$ cat config.mk
export PLATFORM = sky130hd
export DESIGN_NAME = text_mode_console_writer_flat
export DESIGN_NICKNAME = d
export VERILOG_FILES = /design/src/design/tmcw_pkg.sv /design/src/design/tmcw_if.sv /design/src/design/tmcw_ram.sv /design/src/design/tmcw_front.sv /design/src/design/tmcw_queue.sv /design/src/design/tmcw_back.sv /design/src/design/text_mode_console_writer.sv /design/src/flat_wrapper.sv
export SDC_FILE = /design/constraint.sdc
export NUM_CORES = 1
export LEC_CHECK = 0
export ABC_CLOCK_PERIOD_IN_PS = 2700
export BUFFER_PORTS_ARGS = -buffer_cell sky130_fd_sc_hd__buf_4
export CORE_MARGIN = 10
export CORE_UTILIZATION = 40
export CTS_CLUSTER_DIAMETER = 30
export CTS_CLUSTER_SIZE = 10
export DETAILED_ROUTE_END_ITERATION = 12
export SKIP_LAST_GASP = 1
export SYNTH_ARGS = -nofsm -noshare
export SYNTH_HDL_FRONTEND = slang
export SYNTH_SLANG_ARGS = --single-unit
$ cat constraint.sdc
create_clock -name clk -period 2.7 [get_ports clk]
set_input_delay 0.135 -clock clk [delete_from_list [all_inputs] [get_ports clk]]
set_output_delay 0.135 -clock clk [all_outputs]
set_load 0.05 [all_outputs]
$ cat src/design/tmcw_pkg.sv
package tmcw_pkg;

  // Result field widths.
  localparam int OUT_ADDR_W = 11;
  localparam int CELL_W     = 16;
  localparam int ATTR_W     = 8;
  localparam int CHAR_W     = 8;

  // Depth of the command queue between the front and the back.
  localparam int QUEUE_DEPTH = 4;

  localparam logic [CHAR_W-1:0] CH_BS          = 8'h08;
  localparam logic [CHAR_W-1:0] CH_TAB         = 8'h09;
  localparam logic [CHAR_W-1:0] CH_LF          = 8'h0A;
  localparam logic [CHAR_W-1:0] CH_CR          = 8'h0D;
  localparam logic [CHAR_W-1:0] CH_BLANK       = 8'h20;
  localparam logic [CHAR_W-1:0] CH_PRINT_FIRST = 8'h20;
  localparam logic [CHAR_W-1:0] CH_PRINT_LAST  = 8'h7F;
  localparam logic [ATTR_W-1:0] RESET_ATTR     = 8'h07;

  localparam logic [CELL_W-1:0] RESET_CELL = {RESET_ATTR, CH_BLANK};

  typedef enum logic [2:0] {
    K_PRINT,
    K_BS,
    K_TAB,
    K_CR,
    K_LF,
    K_IGNORE,
    K_CLEAR
  } cmd_kind_t;

  typedef struct packed {
    cmd_kind_t         kind;
    logic [CHAR_W-1:0] character;
  } cmd_t;

  typedef enum logic [2:0] {
    ST_INIT,
    ST_IDLE,
    ST_EXEC,
    ST_SCROLL,
    ST_FILL,
    ST_DONE
  } back_state_t;

endpackage

$ cat src/design/tmcw_if.sv
interface tmcw_in_if
  import tmcw_pkg::*;
();
  logic              valid;
  logic              ready;
  logic              mode;
  logic [CHAR_W-1:0] character;

  modport source (output valid, output mode, output character, input ready);
  modport sink (input valid, input mode, input character, output ready);
endinterface

interface tmcw_out_if
  import tmcw_pkg::*;
();
  logic                  valid;
  logic                  ready;
  logic [OUT_ADDR_W-1:0] cursor_offset;
  logic                  cell_written;
  logic [OUT_ADDR_W-1:0] cell_address;
  logic [CELL_W-1:0]     cell_value;
  logic                  scrolled;

  modport source (
    output valid, output cursor_offset, output cell_written,
    output cell_address, output cell_value, output scrolled, input ready
  );
  modport sink (
    input valid, input cursor_offset, input cell_written,
    input cell_address, input cell_value, input scrolled, output ready
  );
endinterface

$ cat src/design/tmcw_ram.sv
module tmcw_ram #(
  parameter int WIDTH = 16,
  parameter int DEPTH = 2000
) (
  input  logic                     clk,
  input  logic                     wr_en,
  input  logic [$clog2(DEPTH)-1:0] wr_addr,
  input  logic [WIDTH-1:0]         wr_data,
  input  logic                     rd_en,
  input  logic [$clog2(DEPTH)-1:0] rd_addr,
  output logic [WIDTH-1:0]         rd_data
);

  logic [WIDTH-1:0] mem [DEPTH];
  logic [WIDTH-1:0] rd_data_r;

  always_ff @(posedge clk) begin
    if (wr_en) begin
      mem[wr_addr] <= wr_data;
    end
    if (rd_en) begin
      rd_data_r <= mem[rd_addr];
    end
  end

  assign rd_data = rd_data_r;

endmodule

$ cat src/design/tmcw_front.sv
module tmcw_front
  import tmcw_pkg::*;
(
  tmcw_in_if.sink in_ch,
  input  logic    init_busy,
  input  logic    queue_full,
  output logic    push,
  output cmd_t    push_cmd
);

  logic [CHAR_W-1:0] ch;

  assign ch          = in_ch.character;
  assign in_ch.ready = !queue_full && !init_busy;
  assign push        = in_ch.valid && in_ch.ready;

  always_comb begin
    push_cmd.character = ch;
    if (in_ch.mode) begin
      push_cmd.kind = K_CLEAR;
    end else if (ch >= CH_PRINT_FIRST && ch <= CH_PRINT_LAST) begin
      push_cmd.kind = K_PRINT;
    end else begin
      priority case (ch)
        CH_BS:   push_cmd.kind = K_BS;
        CH_TAB:  push_cmd.kind = K_TAB;
        CH_CR:   push_cmd.kind = K_CR;
        CH_LF:   push_cmd.kind = K_LF;
        default: push_cmd.kind = K_IGNORE;
      endcase
    end
  end

endmodule

$ cat src/design/tmcw_queue.sv
module tmcw_queue
  import tmcw_pkg::*;
(
  input  logic clk,
  input  logic rst_n,
  input  logic push,
  input  cmd_t push_cmd,
  input  logic pop,
  output cmd_t head,
  output logic empty,
  output logic full
);

  localparam int PTR_W = $clog2(QUEUE_DEPTH);
  localparam int CNT_W = $clog2(QUEUE_DEPTH + 1);

  cmd_t             entry_r [QUEUE_DEPTH];
  logic [PTR_W-1:0] wr_ptr_r, wr_ptr_nxt;
  logic [PTR_W-1:0] rd_ptr_r, rd_ptr_nxt;
  logic [CNT_W-1:0] count_r, count_nxt;

  assign empty = (count_r == '0);
  assign full  = (count_r == CNT_W'(QUEUE_DEPTH));
  assign head  = entry_r[rd_ptr_r];

  always_comb begin
    wr_ptr_nxt = wr_ptr_r;
    rd_ptr_nxt = rd_ptr_r;
    count_nxt  = count_r;
    if (push) begin
      wr_ptr_nxt = (wr_ptr_r == PTR_W'(QUEUE_DEPTH - 1)) ? '0 : wr_ptr_r + 1'b1;
    end
    if (pop) begin
      rd_ptr_nxt = (rd_ptr_r == PTR_W'(QUEUE_DEPTH - 1)) ? '0 : rd_ptr_r + 1'b1;
    end
    if (push && !pop) begin
      count_nxt = count_r + 1'b1;
    end else if (pop && !push) begin
      count_nxt = count_r - 1'b1;
    end
  end

  always_ff @(posedge clk) begin
    if (!rst_n) begin
      wr_ptr_r <= '0;
      rd_ptr_r <= '0;
      count_r  <= '0;
    end else begin
      wr_ptr_r <= wr_ptr_nxt;
      rd_ptr_r <= rd_ptr_nxt;
      count_r  <= count_nxt;
    end
  end

  always_ff @(posedge clk) begin
    if (push) begin
      entry_r[wr_ptr_r] <= push_cmd;
    end
  end

endmodule

$ cat src/design/tmcw_back.sv
module tmcw_back
  import tmcw_pkg::*;
#(
  parameter int COLUMNS   = 80,
  parameter int ROWS      = 25,
  parameter int TAB_WIDTH = 8
) (
  input  logic              clk,
  input  logic              rst_n,
  input  logic [ATTR_W-1:0] attribute,
  input  logic              q_empty,
  input  cmd_t              q_head,
  output logic              q_pop,
  output logic              init_busy,
  tmcw_out_if.source        out_ch
);

  localparam int CELLS  = COLUMNS * ROWS;
  localparam int ADDR_W = $clog2(CELLS);
  localparam int EXT_W  = (ADDR_W > OUT_ADDR_W) ? ADDR_W : OUT_ADDR_W;
  localparam int COL_W  = $clog2(COLUMNS);
  localparam int COLX_W = $clog2(COLUMNS + TAB_WIDTH);
  localparam int ROW_W  = $clog2(ROWS);
  localparam int ROWX_W = $clog2(ROWS + 1);
  localparam int PH_W   = $clog2(TAB_WIDTH);

  localparam logic [ADDR_W-1:0] COPY_LEN  = ADDR_W'(CELLS - COLUMNS);
  localparam logic [ADDR_W-1:0] LAST_CELL = ADDR_W'(CELLS - 1);
  localparam logic [ADDR_W-1:0] LAST_ROW0 = ADDR_W'((ROWS - 1) * COLUMNS);
  localparam logic [ADDR_W-1:0] ROW_STEP  = ADDR_W'(COLUMNS);

  back_state_t       state_r, state_nxt;
  cmd_t              cmd_r, cmd_nxt;
  logic [COL_W-1:0]  col_r, col_nxt;
  logic [ROW_W-1:0]  row_r, row_nxt;
  logic [PH_W-1:0]   phase_r, phase_nxt;
  logic [ADDR_W-1:0] cnt_r, cnt_nxt;
  logic              pend_r, pend_nxt;
  logic [ADDR_W-1:0] waddr_r, waddr_nxt;

  logic              res_written_r, res_written_nxt;
  logic [ADDR_W-1:0] res_addr_r, res_addr_nxt;
  logic [CELL_W-1:0] res_value_r, res_value_nxt;
  logic              res_scrolled_r, res_scrolled_nxt;

  logic                  out_valid_r, out_valid_nxt;
  logic [OUT_ADDR_W-1:0] out_offset_r, out_offset_nxt;
  logic                  out_written_r, out_written_nxt;
  logic [OUT_ADDR_W-1:0] out_addr_r, out_addr_nxt;
  logic [CELL_W-1:0]     out_value_r, out_value_nxt;
  logic                  out_scrolled_r, out_scrolled_nxt;

  logic              ram_we;
  logic [ADDR_W-1:0] ram_waddr;
  logic [CELL_W-1:0] ram_wdata;
  logic              ram_re;
  logic [ADDR_W-1:0] ram_raddr;
  logic [CELL_W-1:0] ram_rdata;

  logic [COLX_W-1:0] col_t;
  logic [ROWX_W-1:0] row_t;
  logic [PH_W-1:0]   ph_t;
  logic [ADDR_W-1:0] cursor_addr;
  logic [EXT_W-1:0]  offset_ext;
  logic [EXT_W-1:0]  addr_ext;
  logic [CELL_W-1:0] blank_cell;

  tmcw_ram #(
    .WIDTH (CELL_W),
    .DEPTH (CELLS)
  ) u_screen (
    .clk     (clk),
    .wr_en   (ram_we),
    .wr_addr (ram_waddr),
    .wr_data (ram_wdata),
    .rd_en   (ram_re),
    .rd_addr (ram_raddr),
    .rd_data (ram_rdata)
  );

  assign cursor_addr = ADDR_W'(row_r * COLUMNS) + ADDR_W'(col_r);
  assign offset_ext  = EXT_W'(cursor_addr);
  assign addr_ext    = EXT_W'(res_addr_r);
  assign blank_cell  = {attribute, CH_BLANK};
  assign init_busy   = (state_r == ST_INIT);

  assign out_ch.valid         = out_valid_r;
  assign out_ch.cursor_offset = out_offset_r;
  assign out_ch.cell_written  = out_written_r;
  assign out_ch.cell_address  = out_addr_r;
  assign out_ch.cell_value    = out_value_r;
  assign out_ch.scrolled      = out_scrolled_r;

  always_comb begin
    state_nxt        = state_r;
    cmd_nxt          = cmd_r;
    col_nxt          = col_r;
    row_nxt          = row_r;
    phase_nxt        = phase_r;
    cnt_nxt          = cnt_r;
    pend_nxt         = 1'b0;
    waddr_nxt        = waddr_r;
    res_written_nxt  = res_written_r;
    res_addr_nxt     = res_addr_r;
    res_value_nxt    = res_value_r;
    res_scrolled_nxt = res_scrolled_r;
    out_valid_nxt    = out_valid_r && !out_ch.ready;
    out_offset_nxt   = out_offset_r;
    out_written_nxt  = out_written_r;
    out_addr_nxt     = out_addr_r;
    out_value_nxt    = out_value_r;
    out_scrolled_nxt = out_scrolled_r;
    q_pop            = 1'b0;
    ram_we           = 1'b0;
    ram_waddr        = cnt_r;
    ram_wdata        = blank_cell;
    ram_re           = 1'b0;
    ram_raddr        = cnt_r + ROW_STEP;
    col_t            = COLX_W'(col_r);
    row_t            = ROWX_W'(row_r);
    ph_t             = phase_r;

    unique case (state_r)
      ST_INIT: begin
        // Sweep the whole store to blanks after reset.
        ram_we    = 1'b1;
        ram_wdata = RESET_CELL;
        cnt_nxt   = cnt_r + 1'b1;
        if (cnt_r == LAST_CELL) begin
          cnt_nxt   = '0;
          state_nxt = ST_IDLE;
        end
      end

      ST_IDLE: begin
        if (!q_empty) begin
          q_pop     = 1'b1;
          cmd_nxt   = q_head;
          state_nxt = ST_EXEC;
        end
      end

      ST_EXEC: begin
        res_written_nxt  = 1'b0;
        res_addr_nxt     = '0;
        res_value_nxt    = '0;
        res_scrolled_nxt = 1'b0;
        if (cmd_r.kind == K_CLEAR) begin
          col_nxt   = '0;
          row_nxt   = '0;
          phase_nxt = '0;
          cnt_nxt   = '0;
          state_nxt = ST_FILL;
        end else begin
          unique case (cmd_r.kind)
            K_PRINT: begin
              ram_we          = 1'b1;
              ram_waddr       = cursor_addr;
              ram_wdata       = {attribute, cmd_r.character};
              res_written_nxt = 1'b1;
              res_addr_nxt    = cursor_addr;
              res_value_nxt   = {attribute, cmd_r.character};
              col_t           = COLX_W'(col_r) + 1'b1;
              ph_t = (phase_r == PH_W'(TAB_WIDTH - 1)) ? '0 : phase_r + 1'b1;
            end
            K_BS: begin
              if (col_r != '0) begin
                col_t = COLX_W'(col_r) - 1'b1;
                ph_t  = (phase_r == '0) ? PH_W'(TAB_WIDTH - 1) : phase_r - 1'b1;
              end
            end
            K_TAB: begin
              col_t = COLX_W'(col_r) + COLX_W'(TAB_WIDTH) - COLX_W'(phase_r);
              ph_t  = '0;
            end
            K_CR: begin
              col_t = '0;
              ph_t  = '0;
            end
            K_LF: begin
              col_t = '0;
              ph_t  = '0;
              row_t = ROWX_W'(row_r) + 1'b1;
            end
            default: begin
            end
          endcase

          // Line wrap at the right edge.
          if (col_t >= COLX_W'(COLUMNS)) begin
            col_t = '0;
            ph_t  = '0;
            row_t = row_t + 1'b1;
          end

          col_nxt   = COL_W'(col_t);
          phase_nxt = ph_t;
          cnt_nxt   = '0;
          if (row_t >= ROWX_W'(ROWS)) begin
            row_nxt          = ROW_W'(ROWS - 1);
            res_scrolled_nxt = 1'b1;
            state_nxt        = ST_SCROLL;
          end else begin
            row_nxt   = ROW_W'(row_t);
            state_nxt = ST_DONE;
          end
        end
      end

      ST_SCROLL: begin
        // Each cycle reads one row below and writes the previous read back
        // one row up; the read and write addresses never coincide.
        ram_we    = pend_r;
        ram_waddr = waddr_r;
        ram_wdata = ram_rdata;
        if (cnt_r == COPY_LEN) begin
          cnt_nxt   = LAST_ROW0;
          state_nxt = ST_FILL;
        end else begin
          ram_re    = 1'b1;
          pend_nxt  = 1'b1;
          waddr_nxt = cnt_r;
          cnt_nxt   = cnt_r + 1'b1;
        end
      end

      ST_FILL: begin
        ram_we  = 1'b1;
        cnt_nxt = cnt_r + 1'b1;
        if (cnt_r == LAST_CELL) begin
          cnt_nxt   = '0;
          state_nxt = ST_DONE;
        end
      end

      ST_DONE: begin
        if (!out_valid_r || out_ch.ready) begin
          out_valid_nxt    = 1'b1;
          out_offset_nxt   = offset_ext[OUT_ADDR_W-1:0];
          out_written_nxt  = res_written_r;
          out_addr_nxt     = addr_ext[OUT_ADDR_W-1:0];
          out_value_nxt    = res_value_r;
          out_scrolled_nxt = res_scrolled_r;
          state_nxt        = ST_IDLE;
        end
      end

      default: begin
        state_nxt = ST_IDLE;
      end
    endcase
  end

  always_ff @(posedge clk) begin
    if (!rst_n) begin
      state_r     <= ST_INIT;
      col_r       <= '0;
      row_r       <= '0;
      phase_r     <= '0;
      cnt_r       <= '0;
      pend_r      <= 1'b0;
      out_valid_r <= 1'b0;
    end else begin
      state_r     <= state_nxt;
      col_r       <= col_nxt;
      row_r       <= row_nxt;
      phase_r     <= phase_nxt;
      cnt_r       <= cnt_nxt;
      pend_r      <= pend_nxt;
      out_valid_r <= out_valid_nxt;
    end
  end

  always_ff @(posedge clk) begin
    cmd_r          <= cmd_nxt;
    waddr_r        <= waddr_nxt;
    res_written_r  <= res_written_nxt;
    res_addr_r     <= res_addr_nxt;
    res_value_r    <= res_value_nxt;
    res_scrolled_r <= res_scrolled_nxt;
    out_offset_r   <= out_offset_nxt;
    out_written_r  <= out_written_nxt;
    out_addr_r     <= out_addr_nxt;
    out_value_r    <= out_value_nxt;
    out_scrolled_r <= out_scrolled_nxt;
  end

endmodule

$ cat src/design/text_mode_console_writer.sv
// A character or control code passes through the command queue and the back end's idle,
// execute and done states before its output transaction. A scroll copies the screen up a
// row and blanks the last row, a clear blanks it all, both through the single write port
// of the screen memory. A new command is popped only after the last result is handed on,
// and a 4-entry queue absorbs input. Reset: cursor home, attribute 0x07, then a pass blanks
// the screen memory to 0x0720; input is not accepted until it ends, configuration writes are.
module text_mode_console_writer
  import tmcw_pkg::*;
#(
  parameter int COLUMNS   = 80,
  parameter int ROWS      = 25,
  parameter int TAB_WIDTH = 8
) (
  input  logic              clk,
  input  logic              rst_n,
  input  logic              cfg_wr_en,
  input  logic [ATTR_W-1:0] cfg_wr_data,
  tmcw_in_if.sink           in_ch,
  tmcw_out_if.source        out_ch
);

  logic [ATTR_W-1:0] attr_r;
  logic              init_busy;
  logic              queue_full;
  logic              queue_empty;
  logic              push;
  logic              pop;
  cmd_t              push_cmd;
  cmd_t              head_cmd;

  always_ff @(posedge clk) begin
    if (!rst_n) begin
      attr_r <= RESET_ATTR;
    end else if (cfg_wr_en) begin
      attr_r <= cfg_wr_data;
    end
  end

  tmcw_front u_front (
    .in_ch      (in_ch),
    .init_busy  (init_busy),
    .queue_full (queue_full),
    .push       (push),
    .push_cmd   (push_cmd)
  );

  tmcw_queue u_queue (
    .clk      (clk),
    .rst_n    (rst_n),
    .push     (push),
    .push_cmd (push_cmd),
    .pop      (pop),
    .head     (head_cmd),
    .empty    (queue_empty),
    .full     (queue_full)
  );

  tmcw_back #(
    .COLUMNS   (COLUMNS),
    .ROWS      (ROWS),
    .TAB_WIDTH (TAB_WIDTH)
  ) u_back (
    .clk       (clk),
    .rst_n     (rst_n),
    .attribute (attr_r),
    .q_empty   (queue_empty),
    .q_head    (head_cmd),
    .q_pop     (pop),
    .init_busy (init_busy),
    .out_ch    (out_ch)
  );

endmodule

$ cat src/flat_wrapper.sv
// flat-port wrapper written by rule: the top's interface ports become plain ports
module text_mode_console_writer_flat import tmcw_pkg::*;
#(
  parameter int COLUMNS   = 80,
  parameter int ROWS      = 25,
  parameter int TAB_WIDTH = 8
)
  (clk, rst_n, cfg_wr_en, cfg_wr_data, in_ch_valid, in_ch_mode, in_ch_character, in_ch_ready, out_ch_valid, out_ch_cursor_offset, out_ch_cell_written, out_ch_cell_address, out_ch_cell_value, out_ch_scrolled, out_ch_ready);
  tmcw_in_if in_ch_i ();
  tmcw_out_if out_ch_i ();
  input  logic clk;
  input  logic rst_n;
  input  logic cfg_wr_en;
  input  logic [ATTR_W-1:0] cfg_wr_data;
  input wire logic [$bits(in_ch_i.valid)-1:0] in_ch_valid;
  input wire logic [$bits(in_ch_i.mode)-1:0] in_ch_mode;
  input wire logic [$bits(in_ch_i.character)-1:0] in_ch_character;
  output wire logic [$bits(in_ch_i.ready)-1:0] in_ch_ready;
  output wire logic [$bits(out_ch_i.valid)-1:0] out_ch_valid;
  output wire logic [$bits(out_ch_i.cursor_offset)-1:0] out_ch_cursor_offset;
  output wire logic [$bits(out_ch_i.cell_written)-1:0] out_ch_cell_written;
  output wire logic [$bits(out_ch_i.cell_address)-1:0] out_ch_cell_address;
  output wire logic [$bits(out_ch_i.cell_value)-1:0] out_ch_cell_value;
  output wire logic [$bits(out_ch_i.scrolled)-1:0] out_ch_scrolled;
  input wire logic [$bits(out_ch_i.ready)-1:0] out_ch_ready;
  assign in_ch_i.valid = in_ch_valid;
  assign in_ch_i.mode = in_ch_mode;
  assign in_ch_i.character = in_ch_character;
  assign in_ch_ready = in_ch_i.ready;
  assign out_ch_valid = out_ch_i.valid;
  assign out_ch_cursor_offset = out_ch_i.cursor_offset;
  assign out_ch_cell_written = out_ch_i.cell_written;
  assign out_ch_cell_address = out_ch_i.cell_address;
  assign out_ch_cell_value = out_ch_i.cell_value;
  assign out_ch_scrolled = out_ch_i.scrolled;
  assign out_ch_i.ready = out_ch_ready;
  text_mode_console_writer #(.COLUMNS(COLUMNS), .ROWS(ROWS), .TAB_WIDTH(TAB_WIDTH)) u_core (.clk(clk), .rst_n(rst_n), .cfg_wr_en(cfg_wr_en), .cfg_wr_data(cfg_wr_data), .in_ch(in_ch_i), .out_ch(out_ch_i));
endmodule
* Word level (Yosys, flattened, before mapping)
Memory sizes are Yosys's and may differ from the RTL's. A register that Yosys moved wholly into a read port is not among the register bits.
Index checks and enable logic that the tools add are counted.
** Storage, ports and cells
- Bits in registers :: 114
- Bits in writable memories :: 44
- Word-level logic and storage cells :: 142
- Memories kept :: 1
** Memories
- u_core.u_queue.entry_r :: depth 4, width 11, read ports 1, clocked after Yosys merged registers in 1, wr ports 1, RTL line tmcw_queue.sv:17 : cmd_t entry_r [QUEUE_DEPTH];
** Operators by class
- $add $sub $neg :: 14
- Multiply operators :: 1
- $lt $le $gt $ge :: 4
- Eq/ne operators :: 26
- Multiplexer cells :: 46
- Bitwise gates (word level) :: 2
- Reductions and logical operators :: 29
** Operators by type and width (number)
- $mux 3 :: 16
- $mux 5 :: 8
- $mux 7 :: 5
- $pmux 11 s3 :: 1
- $eq 8x4->1 const B :: 4
- $pmux 7 s4 :: 1
- $eq 11x11->1 const B :: 2
- $mux 11 :: 2
- $eq 3x3->1 const B :: 6
- $pmux 3 s6 :: 1
- $eq 3x2->1 const B :: 4
- $logic_not 3->1 :: 4
- $pmux 3 s4 :: 1
- $add 11x1->11 const B :: 1
- $add 11x7->11 :: 1
- $add 5x1->5 const B :: 2
- $ne 2x2->1 const B :: 5
- $pmux 3 s3 :: 1
- $ge 8x6->1 const B :: 1
- $le 8x7->1 const B :: 1
- $mux 1 :: 8
- $add 7x1->7 const B :: 1
- $add 7x4->7 const B :: 1
- $ge 7x7->1 const B :: 1
- other kinds (24) :: 44

* Logic depth before layout (Yosys ltp)
- Word-level depth :: 13
- Depth in mapped cells :: 15
- Mapped depth without buffers :: 14

* Modules after synthesis
Synthesis repeated with hierarchy kept, for this count alone.
** Second synthesis, totals
- Cells, all modules :: 658
- Area, all modules :: 8131.5 sq um
** Modules (own cells, without submodules)
- tmcw_back :: instances 1, cells each 510, area each 5642.9 sq um
- tmcw_queue :: instances 1, cells each 101, area each 2047.0 sq um
- text_mode_console_writer :: instances 1, cells each 25, area each 294.0 sq um
- tmcw_front :: instances 1, cells each 22, area each 147.6 sq um

* Worst setup path after synthesis
OpenSTA, ideal clock, no wires.
- Path type :: reg2reg
- Start point :: register u_core.u_back.state_r[2]
- End point :: register u_core.u_queue.count_r[2]
- Arrival time :: 3.243 ns
- Required time :: 2.629 ns
- Path slack :: -0.614 ns
- Cell stages (with the launch flop) :: 12
- Path buffers :: 2
- Clock period less this slack :: 3.314 ns
- Cell sequence :: dfxtp_1 -> clkbuf_1 -> inv_1 -> a22oi_1 -> and2_1 -> clkbuf_1 -> ha_1 -> inv_1 -> fa_1 -> xor2_1 -> or3_1 -> a21oi_1
** Between the ends
- Word-level cells in the longest chain between the ends :: 7
- Elaborated cells between the ends (all ways) :: 12
- Classes of those cells :: eq/ne: 1; mux: 2; reduce/logical: 9
** RTL lines
- start: declaration :: RTL line tmcw_back.sv:32 : back_state_t state_r, state_nxt;
- start signal: assignment :: RTL line tmcw_back.sv:264 : state_r <= state_nxt;
- $logic_not 3->1 * :: RTL line tmcw_back.sv:85 : assign init_busy = (state_r == ST_INIT);
- $logic_not 1->1 * :: RTL line tmcw_front.sv:14 : assign in_ch.ready = !queue_full && !init_busy;
- $logic_and 1x1->1 * :: RTL line tmcw_front.sv:14
- net in_ch_ready :: RTL line flat_wrapper.sv:18 : output wire logic [$bits(in_ch_i.ready)-1:0] in_ch_ready;
- $logic_and 1x1->1 * :: RTL line tmcw_front.sv:15 : assign push = in_ch.valid && in_ch.ready;
- net u_core.push :: RTL line text_mode_console_writer.sv:26 : logic push;
- $logic_not 1->1 :: RTL line tmcw_queue.sv:38 : end else if (pop && !push) begin
- $logic_and 1x1->1 :: RTL line tmcw_queue.sv:38
- $reduce_bool 2->1 (no source line)
- end signal: assignment :: RTL line tmcw_queue.sv:51 : count_r <= count_nxt;
- end: declaration :: RTL line tmcw_queue.sv:20 : logic [CNT_W-1:0] count_r, count_nxt;
The timed path passes the listed nets; every way through them passes the cells marked *.
A chain may end at the register's enable or synchronous reset.

* Worst setup path in the final report
- Start point :: register u_core.u_back.phase_r[2]
- End point :: register u_core.u_back.res_scrolled_r (data pin)
** Between the ends
- Word-level cells in the longest chain between the ends :: 10
** RTL lines
- start: declaration :: RTL line tmcw_back.sv:36 : logic [PH_W-1:0] phase_r, phase_nxt;
- start signal: assignment :: RTL line tmcw_back.sv:267 : phase_r <= phase_nxt;
- $sub 7x3->7 :: RTL line tmcw_back.sv:173 : col_t = COLX_W'(col_r) + COLX_W'(TAB_WIDTH) - COLX_W'(phase_r);
- $pmux 7 s4 :: RTL line tmcw_back.sv:155 : unique case (cmd_r.kind)
- $mux 7 :: RTL line tmcw_back.sv:148 : if (cmd_r.kind == K_CLEAR) begin
- $mux 7 :: RTL line tmcw_back.sv:123 : unique case (state_r)
- $ge 7x7->1 :: RTL line tmcw_back.sv:190 : if (col_t >= COLX_W'(COLUMNS)) begin
- $mux 5 :: RTL line tmcw_back.sv:190
- $mux 5 :: RTL line tmcw_back.sv:148
- $mux 5 :: RTL line tmcw_back.sv:123
- $ge 5x5->1 :: RTL line tmcw_back.sv:199 : if (row_t >= ROWX_W'(ROWS)) begin
- $mux 1 :: RTL line tmcw_back.sv:199
- end signal: assignment :: RTL line tmcw_back.sv:280 : res_scrolled_r <= res_scrolled_nxt;
- end: declaration :: RTL line tmcw_back.sv:44 : logic res_scrolled_r, res_scrolled_nxt;
No other way between the ends. The select of a mux whose other input is x is not followed.

==> impl_metrics.ini <==
[pwr]
power.density_nw_per_um2 = 711.2
vdd_drop_max_uv = 620.9
total_leakage_power_nw = 3.820

[min_path]
hp-class = in2reg
hold_depth = 2
hold_end = u_core.u_queue.entry_r[3][10]
worstHoldStart = in_ch_mode

[placed_design]
io_buffers = 63
dpl.hpwl_um = 12240
dp.cells = 1030
place.gp.congestion = 0.9059

[final_layout]
syn2layout_area_growth_pct = 26.17
fin_util = 0.5187
nets = 871
antenna_cells = 0
drive_above_1_share = 0.2737
instances_no_fill = 1087

[logic_synthesis]
ys.flop_type = edfxtp_1
seq_area_frac_synth = 0.5723
yosysTopAreaCell = edfxtp_1
synth_fa_ha_area_frac = 0.06566
synth.most_common_cell = edfxtp_1
muxShareOfSynthArea = 0.04955
ys_types = 81
async_flop_share = 0
synth_compound_area_frac = 0.1106
synth_nets = 736
synth_xor_area_frac = 0.02168
syn-cell-area_um2 = 8080
synth_seq_cells = 169
yosys-top-cells-count = edfxtp_1, nor2_1, dfxtp_1
synthCells = 674
synth_top_family_by_area = simple AND/OR/NAND/NOR gates
synth_top_area_frac = 0.4608
synth_top_cells_by_area = edfxtp_1, dfxtp_1, ha_1
synth-edff-count = 124
avgSynthCellArea_um2 = 11.99
yosys.area_share.simple = 0.1462
ys_warn_count = 0

[sta]
setup_viol = 12
rsz0062_at_grt = yes
timing.slew.headroom = 0.3931
setup_tns_ns = -1.175
post-route-period-util = 1.068
tightest_slew_ns = 0.9009
timing.final.hold_violations = 0
fin_worst_skew_ns = 0.01213
slew_viol_final = 0
fin_crit_ns = 2.882
setup_ws_ns = -0.1824
fmax_mhz = 346.9

[worst_setup_path]
r2r_slack_ns = -0.18
cp.arrival_ns = 3.05
crit_slowest_cell = o41a_4
end_kind = flip-flop
reg2regPathDepth = 12
critPathLaunchType = flip-flop
r2r_start = u_core.u_back.phase_r[2]
reg2reg_to = u_core.u_back.res_scrolled_r
cp.required_ns = 2.87
critical_path_class = reg2reg
worstPathMaxFanout = 4
cpPeakStageDelay_ns = 0.41
worstPathCellList = inv_2, ha_4, ha_4, a211oi_4, buf_4, o21ai_2, a311oi_2, a211oi_4, o41a_4, buf_6, mux2i_4, nor2b_1

[die]
coreArea_um2 = 19650
die-area_um2 = 26290
fp.dieH_um = 162.1
initial_core_util = 0.4111
fp-row-count = 51
dieWidth_um = 162.1
io_pins = 64

[global_route]
grt_overflow = 0
grt_pass1_vias = 5591
track_usage = 0.1350
antenna_found_initial = 0
grt_pass1_wl_um = 28630
grt_max_degree = 41

[route]
drc = 0
first_pass_iters = 5
drtAntennaViolNets = 0
vias = 5616
wirelength_um = 17800
routed_via_density = 5.167
wire_per_inst_um = 16.37
drtIter0Drc = 334

[flow_run]
maxCapViolCount = 0

[run_status]
violations = negative setup slack
status = finished, violations left

[cts]
cts_tree = built
clock_latency_ns = 0.43
clk_pin_slew_ns = 0.07
cts.sinks = 169
clockBufferDepth = 2
numCtsBuffers = 17
ctsHtreeMaxLevel = 4
root_buffer = clkbuf_16
## cells in the final DEF (no fill, tap or decap), types with 4 or more instances in the layout
cell type	synthesis	layout
nand2b_1	4	4
ha_1	36	30
mux2i_1	13	12
buf_4	1	121
a21oi_1	34	32
and3_1	10	9
and2_1	30	30
nor3_1	12	12
xor2_1	10	10
o21ai_0	33	31
a21o_1	5	5
o21a_1	4	4
inv_6	0	5
nand2_1	42	41
dlygate4sd3_1	0	19
inv_2	1	5
nor2b_1	7	6
or3_1	7	7
o21ai_1	7	7
mux4_2	11	11
a211oi_1	5	5
dfxtp_1	45	41
inv_1	28	23
nand3_1	13	13
a22oi_1	7	4
edfxtp_1	124	124
clkbuf_16	0	17
o211ai_1	4	4
xnor2_1	10	10
nor2_1	68	66
a31oi_1	5	5
ha_4	0	5
## worst max path at each step
stage                        startpoint                           end  slack (ns)
2_1_floorplan  u_core.u_back.state_r[1]     u_core.u_queue.count_r[2]      -0.001
3_5_place_dp   u_core.u_back.phase_r[2]      u_core.u_back.state_r[2]       -0.22
5_1_grt        u_core.u_back.phase_r[1]      u_core.u_back.state_r[2]       -0.29
6_report       u_core.u_back.phase_r[2]  u_core.u_back.res_scrolled_r       -0.18
3_3_place_gp   u_core.u_back.phase_r[2]      u_core.u_back.state_r[2]       -0.14
4_1_cts        u_core.u_back.phase_r[2]      u_core.u_back.state_r[2]       -0.11
## registers in the layout, indices dropped and copies added, names as in the netlist
name	cells
u_core.attr_r	8
u_core.u_queue.rd_ptr_r	2
u_core.u_back.cnt_r	11
u_core.u_back.res_scrolled_r	1
u_core.u_back.out_ch.scrolled	1
u_core.u_back.res_value_r	16
u_core.u_back.phase_r	3
u_core.u_back.out_ch.cell_address	11
u_core.u_back.out_ch.cell_written	1
u_core.u_back.state_r	3
u_core.u_back.cmd_r	11
u_core.u_queue.count_r	3
u_core.u_back.col_r	7
u_core.u_back.addr_ext	11
u_core.u_queue.wr_ptr_r	2
u_core.u_back.out_ch.cursor_offset	11
u_core.u_queue.entry_r	44
u_core.u_back.res_written_r	1
u_core.u_back.out_ch.valid	1
u_core.u_back.out_ch.cell_value	16
u_core.u_back.row_r	5
## report_power, final
group | total (mW) | internal (mW) | switching, mW
combinational | 1.64 | 0.640 | 1.00
sequential | 3.29 | 3.17 | 0.124
clock | 2.31 | 1.21 | 1.10
total | 7.25 | 5.02 | 2.23
## logic make-up after synthesis
group	Yosys count
AOI/OAI and AO/OA	136
xor gates and xnor gates	20
adders and majority gates	40
buffers and inverters	57
DFF	169
muxes	26
and+or+nand+nor	226
## final cells by class
class | instances | area [um^2]
Clock inverter | 15 | 136.4
Multi-Input combinational cell | 448 | 3407
Inverter | 31 | 132.6
Clock buffer | 17 | 425.4
Tap cell | 265 | 331.6
Fill cell | 1754 | 9459
Sequential cell | 169 | 4632
Timing Repair Buffer | 142 | 1130
## worst max-delay path, delay by kind of cell (launching register included)
kind | cells | cell delay, ns
AO/OA/AOI/OAI | 5 | 1.14
adder cells (fa/ha/maj) | 2 | 0.47
buffers and inverters | 3 | 0.35
flip-flops | 1 | 0.34
multiplexers | 1 | 0.18
AND/OR/NAND/NOR | 1 | 0.15
## what timing repair did
action	4_1_cts	5_1_grt
pin swaps	9	13
setup buffers	3	3
hold endpoints to repair	40	0
hold buffers	19	0
resized for setup	16	15
endpoints found under the setup margin	15	15
## metrics by stage
stage | instance area [um^2] | worst slack (ns) | hold WS (ns) | total power, mW
after floorplan | 8179 | -0.001049 | 0.2339 | 4.435
after global placement | 9226 | -0.1374 | 0.3463 | 4.821
final | 10190 | -0.1824 | 0.04778 | 7.251
after global routing | 10190 | -0.2927 | 0.05142 | 7.610
after CTS | 10100 | -0.1118 | 0.03443 | 7.283
after detailed placement | 9226 | -0.2180 | 0.3545 | 4.888
## per-layer routing
metal,GRT usage,share of wire,vias to the layer above
met4,0.05170,0.020,0
met2,0.2218,0.49,133
li1,-,-,2757
met1,0.1669,0.45,2699
met3,0.03463,0.044,27
met5,0,0,-
Note: power is estimated with default switching activity, not from simulation.
